==> src/hw/rtl/sbrd_pkg.sv <==
// Shared types and constants of the sample rate and bit depth reducer.
package sbrd_pkg;

  // Fixed point: weights and the rate step are Q1.24, the depth step Q0.24
  localparam int FRAC_W     = 24;
  localparam int Q_ONE      = 1 << FRAC_W;
  localparam int ROUND_HALF = 1 << (FRAC_W - 1);

  // Register field widths
  localparam int WEIGHT_W   = FRAC_W + 1;
  localparam int DEPTH_W    = 23;
  localparam int PHASE_W    = 26;
  localparam int CFG_IDX_W  = 2;
  localparam int CFG_DATA_W = WEIGHT_W;

  // Register indexes
  localparam logic [CFG_IDX_W-1:0] CFG_RATE_STEP  = 2'd0;
  localparam logic [CFG_IDX_W-1:0] CFG_SOFTEN     = 2'd1;
  localparam logic [CFG_IDX_W-1:0] CFG_DEPTH_STEP = 2'd2;

  // One-pole smoothing s' = (999 s + t) / 1000
  localparam int SMOOTH_KEEP = 999;
  localparam int SMOOTH_DIV  = 1000;

  // Quantiser threshold 0.0005 as a ratio
  localparam int THRESH_NUM = 5;
  localparam int THRESH_DEN = 10000;

  // Divider: divisor width and quotient bits retired per cycle
  localparam int DIV_W         = FRAC_W;
  localparam int DIV_STEP_BITS = 3;

  // Datapath operations issued by the controller
  typedef enum logic [4:0] {
    OP_NONE,
    OP_LOAD,
    OP_SM_MUL,
    OP_SM_START,
    OP_SM_TAKE,
    OP_PHASE,
    OP_INT_A,
    OP_INT_B,
    OP_INT_C,
    OP_BL_A,
    OP_BL_B,
    OP_BL_C,
    OP_Q_START,
    OP_QM_A,
    OP_QM_B,
    OP_QM_C,
    OP_COMMIT
  } dp_op_t;

  typedef struct packed {
    dp_op_t op;
    logic   depth_pass;
  } dp_cmd_t;

  typedef struct packed {
    logic div_busy;
    logic reload;
    logic quant_en;
  } dp_status_t;

endpackage

==> src/hw/rtl/sbrd_ifs.sv <==
// Handshake interfaces: input samples, crushed samples and register writes.
interface sbrd_sample_if #(
  parameter int SAMPLE_WIDTH = 24
);
  logic                           valid;
  logic                           ready;
  logic signed [SAMPLE_WIDTH-1:0] in_sample;

  modport source (output valid, output in_sample, input ready);
  modport sink   (input valid, input in_sample, output ready);
endinterface

interface sbrd_crushed_if #(
  parameter int SAMPLE_WIDTH = 24
);
  logic                           valid;
  logic                           ready;
  logic signed [SAMPLE_WIDTH-1:0] out_sample;

  modport source (output valid, output out_sample, input ready);
  modport sink   (input valid, input out_sample, output ready);
endinterface

interface sbrd_cfg_if;
  logic                             valid;
  logic                             ready;
  logic [sbrd_pkg::CFG_IDX_W-1:0]   index;
  logic [sbrd_pkg::CFG_DATA_W-1:0]  data;

  modport source (output valid, output index, output data, input ready);
  modport sink   (input valid, input index, input data, output ready);
endinterface

==> src/hw/rtl/sample_rate_and_bit_depth_reducer_core.sv <==
// Top level: register block, controller and datapath of the sample rate and bit depth reducer.
// The time from acceptance to the result register depends on whether a reload and quantising
// take place, and on the shared divider.
// A new word is taken only once the last one is through; a finished word waits in the output register.
// Reset (rst, synchronous): state and phase cleared, rate_step and soften one, depth_step zero.
module sample_rate_and_bit_depth_reducer_core #(
  parameter int SAMPLE_WIDTH     = 24,
  parameter int SMOOTH_FRAC_BITS = 32
) (
  input  logic           clk,
  input  logic           rst,
  sbrd_sample_if.sink    sample,
  sbrd_crushed_if.source crushed,
  sbrd_cfg_if.sink       cfg
);

  logic [sbrd_pkg::WEIGHT_W-1:0] rate_step;
  logic [sbrd_pkg::WEIGHT_W-1:0] soften;
  logic [sbrd_pkg::DEPTH_W-1:0]  depth_step;

  sbrd_pkg::dp_cmd_t             cmd;
  sbrd_pkg::dp_status_t          status;
  logic signed [SAMPLE_WIDTH-1:0] out_sample;

  // Register writes are always taken
  assign cfg.ready = 1'b1;

  always_ff @(posedge clk) begin
    if (rst) begin
      rate_step  <= sbrd_pkg::WEIGHT_W'(sbrd_pkg::Q_ONE);
      soften     <= sbrd_pkg::WEIGHT_W'(sbrd_pkg::Q_ONE);
      depth_step <= '0;
    end else if (cfg.valid) begin
      unique case (cfg.index)
        sbrd_pkg::CFG_RATE_STEP:  rate_step  <= cfg.data[sbrd_pkg::WEIGHT_W-1:0];
        sbrd_pkg::CFG_SOFTEN:     soften     <= cfg.data[sbrd_pkg::WEIGHT_W-1:0];
        sbrd_pkg::CFG_DEPTH_STEP: depth_step <= cfg.data[sbrd_pkg::DEPTH_W-1:0];
        default: ;
      endcase
    end
  end

  sbrd_ctrl u_ctrl (
    .clk       (clk),
    .rst       (rst),
    .in_valid  (sample.valid),
    .in_ready  (sample.ready),
    .out_valid (crushed.valid),
    .out_ready (crushed.ready),
    .cmd       (cmd),
    .status    (status)
  );

  sbrd_dp #(
    .SAMPLE_WIDTH     (SAMPLE_WIDTH),
    .SMOOTH_FRAC_BITS (SMOOTH_FRAC_BITS)
  ) u_dp (
    .clk        (clk),
    .rst        (rst),
    .cmd        (cmd),
    .status     (status),
    .rate_step  (rate_step),
    .soften     (soften),
    .depth_step (depth_step),
    .in_sample  (sample.in_sample),
    .out_sample (out_sample)
  );

  assign crushed.out_sample = out_sample;

endmodule

==> src/hw/rtl/sbrd_div.sv <==
// Restoring unsigned divider, DIV_STEP_BITS quotient bits per cycle.
module sbrd_div #(
  parameter int DW  = 43,
  parameter int DVW = 24
) (
  input  logic           clk,
  input  logic           rst,
  input  logic           start,
  input  logic [DW-1:0]  dividend,
  input  logic [DVW-1:0] divisor,
  output logic           busy,
  output logic [DW-1:0]  quotient
);

  localparam int STEPS = sbrd_pkg::DIV_STEP_BITS;
  localparam int NCYC  = (DW + STEPS - 1) / STEPS;
  localparam int PADW  = NCYC * STEPS;
  localparam int CW    = $clog2(NCYC + 1);

  logic [PADW-1:0] num;
  logic [DVW-1:0]  rem;
  logic [DVW-1:0]  dsr;
  logic [CW-1:0]   cnt;
  logic [PADW-1:0] num_next;
  logic [DVW-1:0]  rem_next;

  // STEPS compare-subtract steps per cycle
  always_comb begin
    logic [DVW:0] t;
    num_next = num;
    rem_next = rem;
    for (int j = 0; j < STEPS; j++) begin
      t = {rem_next, num_next[PADW-1]};
      if (t >= {1'b0, dsr}) begin
        rem_next = DVW'(t - {1'b0, dsr});
        num_next = {num_next[PADW-2:0], 1'b1};
      end else begin
        rem_next = t[DVW-1:0];
        num_next = {num_next[PADW-2:0], 1'b0};
      end
    end
  end

  // Control: busy flag and iteration count
  always_ff @(posedge clk) begin
    if (rst) begin
      busy <= 1'b0;
      cnt  <= '0;
    end else if (start) begin
      busy <= 1'b1;
      cnt  <= CW'(NCYC);
    end else if (busy) begin
      cnt <= cnt - CW'(1);
      if (cnt == CW'(1)) begin
        busy <= 1'b0;
      end
    end
  end

  // Working registers: dividend shifts out as quotient shifts in
  always_ff @(posedge clk) begin
    if (start) begin
      num <= PADW'(dividend);
      rem <= '0;
      dsr <= divisor;
    end else if (busy) begin
      num <= num_next;
      rem <= rem_next;
    end
  end

  assign quotient = num[DW-1:0];

endmodule

==> src/hw/rtl/sbrd_dp.sv <==
// Datapath: smoothing, hold phase, interpolation, blend and quantiser.
module sbrd_dp #(
  parameter int SAMPLE_WIDTH     = 24,
  parameter int SMOOTH_FRAC_BITS = 32
) (
  input  logic                                clk,
  input  logic                                rst,
  input  sbrd_pkg::dp_cmd_t                   cmd,
  output sbrd_pkg::dp_status_t                status,
  input  logic [sbrd_pkg::WEIGHT_W-1:0]       rate_step,
  input  logic [sbrd_pkg::WEIGHT_W-1:0]       soften,
  input  logic [sbrd_pkg::DEPTH_W-1:0]        depth_step,
  input  logic signed [SAMPLE_WIDTH-1:0]      in_sample,
  output logic signed [SAMPLE_WIDTH-1:0]      out_sample
);

  localparam int SW    = SAMPLE_WIDTH;
  localparam int EXTRA = SMOOTH_FRAC_BITS - sbrd_pkg::FRAC_W;
  localparam int SMW   = SMOOTH_FRAC_BITS + 1;
  localparam int MAGW  = (SW > sbrd_pkg::WEIGHT_W) ? SW : sbrd_pkg::WEIGHT_W;
  localparam int MA    = MAGW + 2;
  localparam int MB    = sbrd_pkg::WEIGHT_W;
  localparam int PW    = MA + MB + 1;
  localparam int SUMW  = PW + 1;
  localparam int YW    = MA;
  localparam int DW    = (SMW + 10 > MAGW + 1) ? SMW + 10 : MAGW + 1;
  localparam int PHW   = sbrd_pkg::PHASE_W;
  localparam int DVW   = sbrd_pkg::DIV_W;

  localparam logic [63:0] THRESH64 = ((64'd1 << SMOOTH_FRAC_BITS) *
                                      64'(sbrd_pkg::THRESH_NUM)) /
                                     64'(sbrd_pkg::THRESH_DEN);
  localparam logic [SMW-1:0]       THRESH = THRESH64[SMW-1:0];
  localparam logic [MB-1:0]        ONE_W  = MB'(sbrd_pkg::Q_ONE);
  localparam logic [PHW:0]         ONE_P  = (PHW + 1)'(sbrd_pkg::Q_ONE);
  localparam logic signed [YW-1:0] SAT_HI = YW'((64'sd1 <<< (SW - 1)) - 64'sd1);
  localparam logic signed [YW-1:0] SAT_LO = -SAT_HI - YW'(1);

  // Model state
  logic [SMW-1:0]        rate_s;
  logic [SMW-1:0]        depth_s;
  logic [PHW-1:0]        phase;
  logic signed [SW-1:0]  held;
  logic signed [SW-1:0]  prev;

  // Working registers
  logic signed [SW-1:0]  x_r;
  logic [PHW:0]          phase_work;
  logic [DW-1:0]         sm_prod;
  logic signed [PW-1:0]  prod_r;
  logic signed [PW-1:0]  acc_r;
  logic signed [YW-1:0]  y;
  logic                  neg;
  logic signed [SW-1:0]  out_r;

  logic [MB-1:0]         rt_c;
  logic [MB-1:0]         sw_c;
  logic [SMW-1:0]        sm_src;
  logic [SMW-1:0]        sm_tgt;
  logic [MB-1:0]         inc;
  logic [PHW:0]          phase_sum;
  logic                  reload;
  logic [MB-1:0]         p;
  logic [MB-1:0]         stp;
  logic                  quant_en;
  logic signed [YW-1:0]  y_abs;
  logic [SW-1:0]         mag;
  logic                  div_start;
  logic [DW-1:0]         div_dividend;
  logic [DVW-1:0]        div_divisor;
  logic                  div_busy;
  logic [DW-1:0]         q_div;
  logic signed [MA-1:0]  mul_a;
  logic [MB-1:0]         mul_b;
  logic signed [PW-1:0]  mul_p;
  logic signed [SUMW-1:0] sum_v;
  logic signed [SUMW-1:0] rnd;
  logic signed [SW-1:0]  sat_y;

  // Weights above one act as one
  assign rt_c = (rate_step > ONE_W) ? ONE_W : rate_step;
  assign sw_c = (soften > ONE_W) ? ONE_W : soften;

  // Smoothing operands
  assign sm_src = cmd.depth_pass ? depth_s : rate_s;
  assign sm_tgt = cmd.depth_pass ? (SMW'(depth_step) << EXTRA) : (SMW'(rt_c) << EXTRA);

  // Hold phase advance; reload only when strictly past one
  assign inc       = rate_s[SMW-1:EXTRA];
  assign phase_sum = {1'b0, phase} + (PHW + 1)'(inc);
  assign reload    = phase_sum > ONE_P;
  assign p         = phase_work[MB-1:0];

  // Quantiser enable and magnitude
  assign stp      = depth_s[SMW-1:EXTRA];
  assign quant_en = (depth_s > THRESH) && (stp != '0) && (stp < ONE_W) && (y != '0);
  assign y_abs    = y[YW-1] ? -y : y;
  assign mag      = y_abs[SW-1:0];

  // Shared divider: by 1000 for smoothing, by the step for quantising
  assign div_start = (cmd.op == sbrd_pkg::OP_SM_START) || (cmd.op == sbrd_pkg::OP_Q_START);
  assign div_dividend = (cmd.op == sbrd_pkg::OP_SM_START) ?
                        (sm_prod + DW'(sm_tgt)) :
                        (DW'(mag) + DW'(stp) - DW'(1));
  assign div_divisor = (cmd.op == sbrd_pkg::OP_SM_START) ?
                       DVW'(sbrd_pkg::SMOOTH_DIV) : stp[DVW-1:0];

  sbrd_div #(
    .DW  (DW),
    .DVW (DVW)
  ) u_div (
    .clk      (clk),
    .rst      (rst),
    .start    (div_start),
    .dividend (div_dividend),
    .divisor  (div_divisor),
    .busy     (div_busy),
    .quotient (q_div)
  );

  // Shared multiplier operand selection
  always_comb begin
    mul_a = '0;
    mul_b = '0;
    unique case (cmd.op)
      sbrd_pkg::OP_INT_A: begin
        mul_a = MA'(prev);
        mul_b = p;
      end
      sbrd_pkg::OP_INT_B: begin
        mul_a = MA'(x_r);
        mul_b = ONE_W - p;
      end
      sbrd_pkg::OP_BL_A: begin
        mul_a = y;
        mul_b = ONE_W - sw_c;
      end
      sbrd_pkg::OP_BL_B: begin
        mul_a = MA'(held);
        mul_b = sw_c;
      end
      sbrd_pkg::OP_QM_A: begin
        mul_a = $signed(MA'(q_div[MAGW-1:0]));
        mul_b = stp;
      end
      sbrd_pkg::OP_QM_B: begin
        mul_a = $signed(prod_r[MA-1:0]);
        mul_b = ONE_W - stp;
      end
      default: ;
    endcase
  end

  assign mul_p = mul_a * $signed({1'b0, mul_b});

  // Round to nearest, halves up, then drop the fraction
  assign sum_v = SUMW'(acc_r) + SUMW'(prod_r);
  assign rnd   = (sum_v + SUMW'(sbrd_pkg::ROUND_HALF)) >>> sbrd_pkg::FRAC_W;

  // Output saturation
  assign sat_y = (y > SAT_HI) ? SAT_HI[SW-1:0] :
                 (y < SAT_LO) ? SAT_LO[SW-1:0] : y[SW-1:0];

  // Model state updates
  always_ff @(posedge clk) begin
    if (rst) begin
      rate_s  <= '0;
      depth_s <= '0;
      phase   <= '0;
      held    <= '0;
      prev    <= '0;
    end else begin
      unique case (cmd.op)
        sbrd_pkg::OP_SM_TAKE: begin
          if (cmd.depth_pass) begin
            depth_s <= q_div[SMW-1:0];
          end else begin
            rate_s <= q_div[SMW-1:0];
          end
        end
        sbrd_pkg::OP_INT_C: held <= rnd[SW-1:0];
        sbrd_pkg::OP_COMMIT: begin
          prev  <= x_r;
          phase <= phase_work[PHW-1:0];
        end
        default: ;
      endcase
    end
  end

  // Working registers
  always_ff @(posedge clk) begin
    unique case (cmd.op)
      sbrd_pkg::OP_LOAD:   x_r <= in_sample;
      sbrd_pkg::OP_SM_MUL: sm_prod <= DW'(sm_src) * DW'(sbrd_pkg::SMOOTH_KEEP);
      sbrd_pkg::OP_PHASE: begin
        phase_work <= reload ? (phase_sum - ONE_P) : phase_sum;
        y          <= YW'(held);
      end
      sbrd_pkg::OP_INT_A:  prod_r <= mul_p;
      sbrd_pkg::OP_INT_B: begin
        acc_r  <= prod_r;
        prod_r <= mul_p;
      end
      sbrd_pkg::OP_BL_A:   prod_r <= mul_p;
      sbrd_pkg::OP_BL_B: begin
        acc_r  <= prod_r;
        prod_r <= mul_p;
      end
      sbrd_pkg::OP_BL_C:   y <= rnd[YW-1:0];
      sbrd_pkg::OP_Q_START: neg <= y[YW-1];
      sbrd_pkg::OP_QM_A: begin
        acc_r  <= '0;
        prod_r <= mul_p;
      end
      sbrd_pkg::OP_QM_B:   prod_r <= mul_p;
      sbrd_pkg::OP_QM_C:   y <= neg ? -$signed(rnd[YW-1:0]) : $signed(rnd[YW-1:0]);
      sbrd_pkg::OP_COMMIT: out_r <= sat_y;
      default: ;
    endcase
  end

  assign out_sample      = out_r;
  assign status.div_busy = div_busy;
  assign status.reload   = reload;
  assign status.quant_en = quant_en;

  // The phase never rests above one
  a_phase_bound: assert property (@(posedge clk) disable iff (rst)
    phase <= PHW'(sbrd_pkg::Q_ONE))
    else $error("hold phase above one");

  // The divider is only started when idle
  a_div_idle: assert property (@(posedge clk) disable iff (rst)
    div_start |-> !div_busy)
    else $error("divider restarted while busy");

endmodule

==> src/hw/rtl/sbrd_ctrl.sv <==
// Controller: sequences the datapath through one sample and owns the output handshake.
module sbrd_ctrl (
  input  logic                 clk,
  input  logic                 rst,
  input  logic                 in_valid,
  output logic                 in_ready,
  output logic                 out_valid,
  input  logic                 out_ready,
  output sbrd_pkg::dp_cmd_t    cmd,
  input  sbrd_pkg::dp_status_t status
);

  typedef enum logic [4:0] {
    S_IDLE,
    S_SM_MUL,
    S_SM_SUM,
    S_SM_WAIT,
    S_PHASE,
    S_INT_A,
    S_INT_B,
    S_INT_C,
    S_BL_A,
    S_BL_B,
    S_BL_C,
    S_QCHK,
    S_QWAIT,
    S_QM_A,
    S_QM_B,
    S_QM_C,
    S_FIN
  } state_t;

  state_t state;
  logic   depth_pass;
  logic   in_fire;
  logic   out_free;
  logic   commit;

  assign in_ready = (state == S_IDLE);
  assign in_fire  = in_valid && in_ready;
  assign out_free = !out_valid || out_ready;
  assign commit   = (state == S_FIN) && out_free;

  // Command decode
  always_comb begin
    cmd.op         = sbrd_pkg::OP_NONE;
    cmd.depth_pass = depth_pass;
    unique case (state)
      S_IDLE:    if (in_fire) cmd.op = sbrd_pkg::OP_LOAD;
      S_SM_MUL:  cmd.op = sbrd_pkg::OP_SM_MUL;
      S_SM_SUM:  cmd.op = sbrd_pkg::OP_SM_START;
      S_SM_WAIT: if (!status.div_busy) cmd.op = sbrd_pkg::OP_SM_TAKE;
      S_PHASE:   cmd.op = sbrd_pkg::OP_PHASE;
      S_INT_A:   cmd.op = sbrd_pkg::OP_INT_A;
      S_INT_B:   cmd.op = sbrd_pkg::OP_INT_B;
      S_INT_C:   cmd.op = sbrd_pkg::OP_INT_C;
      S_BL_A:    cmd.op = sbrd_pkg::OP_BL_A;
      S_BL_B:    cmd.op = sbrd_pkg::OP_BL_B;
      S_BL_C:    cmd.op = sbrd_pkg::OP_BL_C;
      S_QCHK:    if (status.quant_en) cmd.op = sbrd_pkg::OP_Q_START;
      S_QWAIT:   cmd.op = sbrd_pkg::OP_NONE;
      S_QM_A:    cmd.op = sbrd_pkg::OP_QM_A;
      S_QM_B:    cmd.op = sbrd_pkg::OP_QM_B;
      S_QM_C:    cmd.op = sbrd_pkg::OP_QM_C;
      S_FIN:     if (out_free) cmd.op = sbrd_pkg::OP_COMMIT;
    endcase
  end

  // State, smoothing pass and output valid
  always_ff @(posedge clk) begin
    if (rst) begin
      state      <= S_IDLE;
      depth_pass <= 1'b0;
      out_valid  <= 1'b0;
    end else begin
      if (commit) begin
        out_valid <= 1'b1;
      end else if (out_ready) begin
        out_valid <= 1'b0;
      end
      unique case (state)
        S_IDLE: begin
          if (in_fire) begin
            depth_pass <= 1'b0;
            state      <= S_SM_MUL;
          end
        end
        S_SM_MUL:  state <= S_SM_SUM;
        S_SM_SUM:  state <= S_SM_WAIT;
        S_SM_WAIT: begin
          if (!status.div_busy) begin
            if (depth_pass) begin
              state <= S_PHASE;
            end else begin
              depth_pass <= 1'b1;
              state      <= S_SM_MUL;
            end
          end
        end
        S_PHASE:   state <= status.reload ? S_INT_A : S_QCHK;
        S_INT_A:   state <= S_INT_B;
        S_INT_B:   state <= S_INT_C;
        S_INT_C:   state <= S_BL_A;
        S_BL_A:    state <= S_BL_B;
        S_BL_B:    state <= S_BL_C;
        S_BL_C:    state <= S_QCHK;
        S_QCHK:    state <= status.quant_en ? S_QWAIT : S_FIN;
        S_QWAIT:   if (!status.div_busy) state <= S_QM_A;
        S_QM_A:    state <= S_QM_B;
        S_QM_B:    state <= S_QM_C;
        S_QM_C:    state <= S_FIN;
        S_FIN:     if (out_free) state <= S_IDLE;
      endcase
    end
  end

  // A committed word is offered on the next cycle
  a_commit_valid: assert property (@(posedge clk) disable iff (rst)
    commit |=> out_valid)
    else $error("committed word not offered");

  // A blocked result keeps the controller waiting with its word intact
  a_fin_hold: assert property (@(posedge clk) disable iff (rst)
    (state == S_FIN) && !out_free |=> (state == S_FIN) && out_valid)
    else $error("result overwritten while output full");

  // No new word is taken while one is in flight
  a_single_item: assert property (@(posedge clk) disable iff (rst)
    in_fire |=> !in_ready)
    else $error("second word accepted during processing");

endmodule

==> src/flat_wrapper.sv <==
// flat-port wrapper written by rule: the top's interface ports become plain ports
module sample_rate_and_bit_depth_reducer_core_flat 
#(
  parameter int SAMPLE_WIDTH     = 24,
  parameter int SMOOTH_FRAC_BITS = 32
)
  (clk, rst, sample_valid, sample_in_sample, sample_ready, crushed_valid, crushed_out_sample, crushed_ready, cfg_valid, cfg_index, cfg_data, cfg_ready);
  sbrd_sample_if #(.SAMPLE_WIDTH(SAMPLE_WIDTH)) sample_i ();
  sbrd_crushed_if #(.SAMPLE_WIDTH(SAMPLE_WIDTH)) crushed_i ();
  sbrd_cfg_if cfg_i ();
  input  logic clk;
  input  logic rst;
  input wire logic [$bits(sample_i.valid)-1:0] sample_valid;
  input wire logic [$bits(sample_i.in_sample)-1:0] sample_in_sample;
  output wire logic [$bits(sample_i.ready)-1:0] sample_ready;
  output wire logic [$bits(crushed_i.valid)-1:0] crushed_valid;
  output wire logic [$bits(crushed_i.out_sample)-1:0] crushed_out_sample;
  input wire logic [$bits(crushed_i.ready)-1:0] crushed_ready;
  input wire logic [$bits(cfg_i.valid)-1:0] cfg_valid;
  input wire logic [$bits(cfg_i.index)-1:0] cfg_index;
  input wire logic [$bits(cfg_i.data)-1:0] cfg_data;
  output wire logic [$bits(cfg_i.ready)-1:0] cfg_ready;
  assign sample_i.valid = sample_valid;
  assign sample_i.in_sample = sample_in_sample;
  assign sample_ready = sample_i.ready;
  assign crushed_valid = crushed_i.valid;
  assign crushed_out_sample = crushed_i.out_sample;
  assign crushed_i.ready = crushed_ready;
  assign cfg_i.valid = cfg_valid;
  assign cfg_i.index = cfg_index;
  assign cfg_i.data = cfg_data;
  assign cfg_ready = cfg_i.ready;
  sample_rate_and_bit_depth_reducer_core #(.SAMPLE_WIDTH(SAMPLE_WIDTH), .SMOOTH_FRAC_BITS(SMOOTH_FRAC_BITS)) u_core (.clk(clk), .rst(rst), .sample(sample_i), .crushed(crushed_i), .cfg(cfg_i));
endmodule
==> config.mk <==
export PLATFORM = sky130hd
export DESIGN_NAME = sample_rate_and_bit_depth_reducer_core_flat
export DESIGN_NICKNAME = d
export VERILOG_FILES = /design/src/hw/rtl/sbrd_pkg.sv /design/src/hw/rtl/sbrd_ifs.sv /design/src/hw/rtl/sample_rate_and_bit_depth_reducer_core.sv /design/src/hw/rtl/sbrd_div.sv /design/src/hw/rtl/sbrd_dp.sv /design/src/hw/rtl/sbrd_ctrl.sv /design/src/flat_wrapper.sv
export SDC_FILE = /design/constraint.sdc
export NUM_CORES = 2
export LEC_CHECK = 0
export BUFFER_PORTS_ARGS = -buffer_cell sky130_fd_sc_hd__buf_2
export CORE_ASPECT_RATIO = 0.75
export CORE_MARGIN = 2
export CORE_UTILIZATION = 50
export DETAILED_ROUTE_END_ITERATION = 7
export HOLD_SLACK_MARGIN = 0.03
export PLACE_DENSITY = 0.66
export SLEW_MARGIN = 20
export SYNTH_ARGS = -nofsm -noshare
export SYNTH_HDL_FRONTEND = slang
export SYNTH_SLANG_ARGS = --single-unit
==> constraint.sdc <==
create_clock -name clk -period 14 [get_ports clk]
set_clock_uncertainty 0.05 [all_clocks]
set_input_delay 2.1 -clock clk [delete_from_list [all_inputs] [get_ports clk]]
set_output_delay 2.1 -clock clk [all_outputs]
set_load 0.02 [all_outputs]
==> run metrics <==
vias in the first global route 52734; Post-Synth Adder-Cell Area 35.9%; clock period minus worst slack 13.03 ns; die width 428 µm; Post-Syn Instances 7488; synth cell count leaders 1185 x inv_1, 917 x nand2_1, 877 x fa_1; Worst Setup End Kind flop; area leader, netlist fa_1; static leakage 0.0326 µW; Yosys top cell area share 26.1%; sequential-to-total area share from yosys stat 21.5%; GR Util met3 7.83%; reg-to-reg startpoint u_core.u_ctrl.state[3]$_SDFFE_PP0P_; RSZ-0062 raised after global routing false; fmax 76.7 MHz; met1 Use GR 49.3%; DRT iter0 DRCs 6124; # rows 116; Worst Path Max Fanout 21; die height 322 µm; first-pass GRT wire length 333 mm; XOR/XNOR share of the synthesized area 4.19%; Final Worst Setup Slack 0.967 ns; Inserted Clock Buffers 69; Slew headroom 14.7%; synthesized flop and latch total 565; failing checks DRC; maxcap violations 0; clock buffer depth 3; Synth Flop Type edfxtp_1; Final setup violation count 0; clock latency on the worst-skew pair 0.70 ns; PwrDens 190 mW/mm²; Pins Over Slew Limit 0; crit path DAT 13.38 ns; Worst VDD drop 0.245 mV; DRC 1; main combinational cell family by area after synthesis adder cells; Clock transition at path regs 0.06 ns; Filler Cell Count 12374; Hold WC Path Type flop to flop; initial antenna violation count 6; DP Worst Slack 1.25 ns; syn avg cell area 8.99 µm²; count leader, synth inv_1; syn nets 8951; simple-gate share of the synthesized area 14.2%; Final ANT Viol Nets 0; 1st-pass router iterations 8; Post-CTS Hold Fix Bufs 0; post-synthesis mux area share 1.99%; # Post-CTS Setup Buffers 0; Crit-path slowest cell nor2_1; grt ovf 0; H-tree Lvls 3; Total Power Consumption 13700 µW; R2R Setup Slk 0.97 ns; All-Layer GR Usage 32.2%; Area after DPL 0.0698 mm²; synthesized cell area 0.0673 mm²; Fin. Hold Viols 0; period utilization 93.1%; Via Count 54687; GR peak layer met1; core area 0.134 mm²; final WL 220 mm; Top Ports 83; clock root buffer clkbuf_16; Post-synth ARST share 0%; Layout Area Growth over Synthesis 6.98%; DR vias/cell 5.91; GP Congestion 0.981; initial core utilization 50.4%; Netlist cell types 111; fin area 0.0720 mm²; post-DR wirelength/cell 23.8 µm; start point of the worst hold path u_core.u_dp.prev[9]$_SDFFE_PP0N_; met2 Use GR 44.5%; crit path from u_core.u_ctrl.state[3]$_SDFFE_PP0P_; post-DP HPWL 176 mm; WP data required 14.35 ns; ranking of synthesized cells by area fa_1 26%, edfxtp_1 14%, ha_1 9.9%; Synth Area in Compound Gates 13.8%; Total Nets Final 8883; port bufs 81; crit path kind flop to flop; CTS tree built; number of synthesized flops with an enable pin 314; Sink Count 565; largest net degree at the start of global routing 90; outcome complete, but fails checks; die area 0.138 mm²; yosys synthesis warning count 0; TNS Setup 0 ns; post-CTS resize count 0; CP startpoint kind flop; CP dominant cell by count fa_1; share of cells above drive strength 1 6.70%; slew of the pin with the lowest slew margin 1.27 ns; Critical Path Max Stage Delay 0.80 ns
==> layout make-up <==
type                            instances  area, µm²  share of cell area [%]
Multi-Input combinational cell       5420      47500                    66.0
Sequential cell                       565      14500                    20.1
Inverter                             1186       4450                    6.18
Tap cell                             1770       2210                    3.08
Clock buffer                           98       1950                    2.71
Timing Repair Buffer                  178       1170                    1.62
Clock inverter                         28        235                   0.327
Antenna cell                            2       5.00                 0.00695
==> sequential cells by signal, indices dropped and copies added (netlist names), 24 cells and up <==
register                flops
u_core.u_dp.phase_work     26
u_core.u_dp.u_div.dsr      24
u_core.u_dp.x_r            24
u_core.soften              25
u_core.u_dp.out_sample     24
u_core.u_dp.prod_r         51
u_core.u_dp.acc_r          51
u_core.u_dp.held           24
u_core.u_dp.depth_s        33
u_core.u_dp.y              27
u_core.u_dp.phase          26
u_core.u_dp.prev           24
u_core.u_dp.u_div.num      45
u_core.u_dp.u_div.rem      24
u_core.u_dp.rate_s         33
u_core.u_dp.sm_prod        43
u_core.rate_step           25
==> metrics by stage <==
step	cells	utilization, %	hold WS, ns
6_report	9247	53.9	0.402
5_1_grt	9246	53.9	0.418
4_1_cts	9243	53.9	0.404
3_5_place_dp	9117	52.3	0.396
3_3_place_gp	9116	52.2	0.390
2_1_floorplan	7488	-	0.384
==> worst paths after layout <==
| path | cells past startpoint | end |
|---|---|---|
| worst min-delay path | 2 | u_core.u_dp.prev[9]$_SDFFE_PP0N_ |
| worst max-delay path | 35 | u_core.u_dp.prod_r[49]$_DFFE_PP_ |
| worst max register to register | 35 | u_core.u_dp.prod_r[49]$_DFFE_PP_ |
| worst min register to register | 2 | u_core.u_dp.prev[9]$_SDFFE_PP0N_ |
==> critical path: cells and delay by family (launching register included) <==
kind	cells	cell delay (ns)
adder cells (fa/ha/maj)	8	3.89
AO/OA/AOI/OAI	13	3.74
AND/OR/NAND/NOR	7	3.44
flip-flops	1	0.76
buffers and inverters	6	0.74
XOR/XNOR	1	0.09
==> metal layers <==
layer / part of all wire (%) / wire [µm]
met2: 40 / 88800
met4: 3.5 / 7620
met5: 0.0059 / 13
met3: 11 / 25100
met1: 45 / 98700
==> cell families (layout without fill, tap and decap cells) <==
group | Yosys count | after routing
mux | 125 | 125
other cells | 1 | 3
fa+ha+maj | 1407 | 1407
buf+inv | 1503 | 1490
simple gates | 2140 | 2140
xor+xnor | 321 | 321
compound gates | 1426 | 1426
flops | 565 | 565
==> power breakdown <==
part,switching [µW],internal [µW]
combinational,5630,3530
sequential,416,2300
clock,805,999
total,6860,6830
==> layout by cell type, fill, tap and decap left out, drive strengths merged, types with 14 or more instances in the layout <==
master,synthesis,final
a21boi,14,14
nor2,625,625
clkinv,1,18
o31ai,27,27
a221oi,32,32
and3,35,35
mux2i,55,55
a22oi,43,43
o21a,89,89
o21bai,30,30
a21o,86,86
fa,877,877
a21oi,513,513
nand2,917,917
inv,1185,1189
xnor2,217,217
o211ai,23,23
mux2,70,70
nand4,44,44
o41ai,15,15
ha,530,530
o221ai,17,17
a211oi,36,36
xor2,104,104
or3,29,29
a22o,64,64
nor2b,40,40
nand3,68,68
nand2b,62,62
or2,38,38
a31oi,25,25
nor3,98,98
clkbuf,278,98
dfxtp,251,251
buf,39,178
and2,85,85
o21ai,270,270
nor4,35,35
edfxtp,314,314
No activity file was read; power rests on OpenSTA's default activity.
